## config.mk

```make
export PLATFORM = sky130hd
export DESIGN_NAME = lnr_regs
export DESIGN_NICKNAME = d
export VERILOG_FILES = /design/src/hdl/lattice_niggli_reducer_defines.svh /design/src/hdl/lnr_pkg.sv /design/src/hdl/lnr_regs.sv
export SDC_FILE = /design/constraint.sdc
export NUM_CORES = 1
export LEC_CHECK = 0
export ABC_CLOCK_PERIOD_IN_PS = 2740
export BUFFER_PORTS_ARGS = -buffer_cell sky130_fd_sc_hd__buf_2
export CAP_MARGIN = 20
export CORE_AREA = 2 2 79 81
export DETAILED_ROUTE_END_ITERATION = 10
export DIE_AREA = 0 0 81 83
export PLACE_DENSITY = 0.86
export SYNTH_ARGS = -nofsm -noshare
export SYNTH_HDL_FRONTEND = slang
export SYNTH_SLANG_ARGS = --single-unit
```

## constraint.sdc

```tcl
create_clock -name clk_i -period 2.74 [get_ports clk_i]
set_clock_uncertainty 0.1 [all_clocks]
set_input_delay 0.548 -clock clk_i [delete_from_list [all_inputs] [get_ports clk_i]]
set_output_delay 0.548 -clock clk_i [all_outputs]
set_load 0.02 [all_outputs]
```

## src/hdl/lattice_niggli_reducer_defines.svh

```systemverilog
// Assertion macros for the lattice reducer
`ifndef LATTICE_NIGGLI_REDUCER_DEFINES_SVH
`define LATTICE_NIGGLI_REDUCER_DEFINES_SVH
`ifndef SYNTHESIS
`define LNR_ASSERT(label, clk, rst_n, prop, msg) \
  label: assert property (@(posedge clk) disable iff (!rst_n) prop) else $error(msg);
`define LNR_ASSERT_RST(label, clk, prop, msg) \
  label: assert property (@(posedge clk) prop) else $error(msg);
`else
`define LNR_ASSERT(label, clk, rst_n, prop, msg)
`define LNR_ASSERT_RST(label, clk, prop, msg)
`endif
`endif

```

## src/hdl/lnr_pkg.sv

```systemverilog
package lnr_pkg;
  localparam int WordWidthDef    = 48;
  localparam int FractionBitsDef = 16;
  localparam int SortPassesDef   = 5;
  localparam int CntW            = 10;
  localparam logic [CntW-1:0] MaxIterReset = 10'd260;
  localparam logic [15:0]     CheckTolReset = 16'd1;
  localparam logic [1:0] RegTol   = 2'd0;
  localparam logic [1:0] RegMaxIt = 2'd1;
  localparam logic [1:0] RegChk   = 2'd2;

  typedef struct packed {
    logic [31:0]     tol;
    logic [CntW-1:0] max_it;
    logic [15:0]     chk_tol;
  } lnr_cfg_t;
endpackage

```

## src/hdl/lnr_regs.sv

```systemverilog
module lnr_regs
  import lnr_pkg::*;
(
  input  logic        clk_i,
  input  logic        rst_ni,
  input  logic        psel,
  input  logic        penable,
  input  logic        pwrite,
  input  logic [3:0]  paddr,
  input  logic [31:0] pwdata,
  output logic [31:0] prdata,
  output logic        pready,
  output lnr_cfg_t    cfg_o
);
  lnr_cfg_t cfg_q;
  logic     wr;
  assign pready = 1'b1;
  assign wr = psel && penable && pwrite;
  always_ff @(posedge clk_i or negedge rst_ni) begin
    if (!rst_ni) begin
      cfg_q.tol     <= '0;
      cfg_q.max_it  <= MaxIterReset;
      cfg_q.chk_tol <= CheckTolReset;
    end else if (wr && paddr[1:0] == 2'b00) begin
      case (paddr[3:2])
        RegTol:   cfg_q.tol     <= pwdata;
        RegMaxIt: cfg_q.max_it  <= pwdata[CntW-1:0];
        RegChk:   cfg_q.chk_tol <= pwdata[15:0];
        default: ;
      endcase
    end
  end
  always_comb begin
    case (paddr[3:2])
      RegTol:   prdata = cfg_q.tol;
      RegMaxIt: prdata = {{(32-CntW){1'b0}}, cfg_q.max_it};
      RegChk:   prdata = {16'd0, cfg_q.chk_tol};
      default:  prdata = '0;
    endcase
  end
  assign cfg_o = cfg_q;
endmodule

```

==> reports/metrics.cfg <==
[power]
switching_power_mw = 0.757
combinationalPowerShare_pct = 26.5
p_int_mw = 1.63
pwr-share-seq_pct = 44.6
ir_drop_uv = 428
power.leakage_nw = 2.21
p_sw_share_pct = 31.7
power_mw = 2.39
p_per_area_nw_per_um2 = 646
power_frac_clock_pct = 28.9

[clocking]
cts_setup_buffers = 0
tritoncts = done
cts_buffer_depth = 2
clock_sinks = 58
cts_root_buffer = clkbuf_8
cts_inserted_buffers = 9
cts_resized = 0
path_clk_slew_ns = 0.07
clk_latency_ns = 0.32
htreeDepth = 3
hold_buffers = 0

[critical_path]
cp_slowest_cell = buf_2
crit_arrival_ns = 1.68
cp-start-kind = input pin
crit_top_cell = buf_2
worst_setup_path_end_kind = primary output
crit_path_cell_trace = buf_2 -> buf_4 -> mux2i_1 -> o21ai_0 -> buf_2
worstPathRequired_ns = 2.09
cpPeakStageDelay_ns = 0.38
reg2reg_from = cfg_o[7]$_DFFE_PN0P_
crit_family = buffers and inverters
path_buf_inv = 3
startpoint = paddr[3]
cp_max_fo = 12
criticalPathCategory = in2out

[route]
drc = 0
vias_per_cell = 5.04
drtIter0Drc = 96
vias = 2045
ant_nets = 0
wirelength_um = 6480
avgRoutedWirePerCell_um = 16.0
dr.pass1.iters = 4

[place]
dp_cells = 390
dp_slack_ns = 0.363
place_congestion = 0.750
portBuffers = 130
hpwl_um = 4680
placed_area_um2 = 3520

[timing]
worst_slew_pin_slew_ns = 0.666
period_minus_slack_ns = 2.33
fmax_ghz = 0.429
final.setup.tns_ns = 0
fin_crit_sh_pct = 85.0
drv_slew = 0
grt_setup_unrepaired = no
slew_headroom_pct = 55.6
setup_viol = 0
hold_ws_ns = 0.148
fin_ws_ns = 0.412
hold_viol = 0

[cells_and_area]
final_nets = 367
utilization_pct = 63.5
final_cell_area_um2 = 3690
antennaDiodeCount = 0
area_delta_synth_final_pct = 30.4
largest_register_ffs = 58
final_common_cell = buf_2
drive_gt1_share_pct = 65.0
fin_cells = 406
layout_common_cells = buf_2 (130), dfrtp_1 (55), mux2_4 (40), mux2_2 (18)

[global_routing]
grt_use_met1_pct = 24.6
grtUsageMet3_pct = 4.13
antenna_found_initial = 0
grt_pass1_vias = 2104
globalRoute.busiestLayer = met2
grt_overflow = 0
grt_util_met2_pct = 33.8
grt_max_degree = 33
grt_pass1_wl_um = 10300
grt_util_all_layers_pct = 19.9

[synthesis]
avgSynthCellArea_um2 = 14.7
synth_cells = 193
synth_area_um2 = 2830
ys_warn_count = 0
ys_ff_latch = 58
yosysUniqueCellTypes = 21
ys_seq_area_share_pct = 51.4
synth_nets = 234

[floorplan]
die-area_um2 = 6720
initial_core_util_pct = 48.7
rows = 28
fp.dieW_um = 81
chipHeight_um = 83
coreArea_um2 = 5820
num_io_pins = 132

[run]
drv_cap = 0

[worst_hold_path]
hp-class = in2async

[status]
status = complete, no violations

-- final timing paths --
| kind | to | slack (ns) | cells after the start |
|---|---|---|---|
| worst min register to register | cfg_o[50]$_DFFE_PN0P_ | 0.43 | 1 |
| max in group asynchronous | cfg_o[47]$_DFFE_PN0P_ | 1.79 | 2 |
| worst max-delay path | prdata[1] | 0.41 | 5 |
| worst min-delay path | cfg_o[12]$_DFFE_PN0P_ | 0.15 | 1 |
| worst max register to register | cfg_o[7]$_DFFE_PN0P_ | 1.85 | 1 |
| min in group clk_i | cfg_o[50]$_DFFE_PN0P_ | 0.35 | 2 |
-- final cells by class --
cell class                 instances  area (µm²)
clock buffer                      13         159
clock inverter                     3        15.0
fill                             489        2120
multi-input combinational        124        1280
sequential                        58        1460
tap                               75        93.8
timing repair buffer             133         686
-- cell families (layout without fill, tap and decap cells) --
logic type	count (synthesis)	count (layout)	share of synthesized area, %
multiplexers	74	74	34.0
flip-flops	58	58	51.4
AND/OR/NAND/NOR	39	39	9.46
AO/OA/AOI/OAI	10	10	1.77
other	1	1	0.132
buffers and inverters	11	149	3.23
-- Yosys cell counts (all sizes together) --
cell    number  area [µm²]
mux2        58         803
dfrtp       55        1380
and2        16         100
mux2i       16         160
nand2       10        37.5
o21ai       10        50.1
buf          9        83.8
nor2         8        53.8
dfstp        3        78.8
clkbuf       2        7.51
nand3        2        27.5
and3         1        11.3
conb         1        3.75
nand4b       1        23.8
nor2b        1        13.8
-- per-layer routing --
metal  share of wire, %  up-vias
met5                  0        -
met1                 42     1021
met3                6.7        8
li1                   -      935
met4                1.2        0
met2                 50       81
-- power groups by stage --
stage | combinational (mW) | sequential (mW) | clock (mW)
2_1_floorplan | 0.262 | 1.21 | 0
3_3_place_gp | 0.624 | 1.07 | 0
3_5_place_dp | 0.640 | 1.08 | 0
4_1_cts | 0.642 | 1.06 | 0.710
5_1_grt | 0.676 | 1.08 | 0.754
6_report | 0.632 | 1.07 | 0.690
No activity file was read; power rests on OpenSTA's default activity.
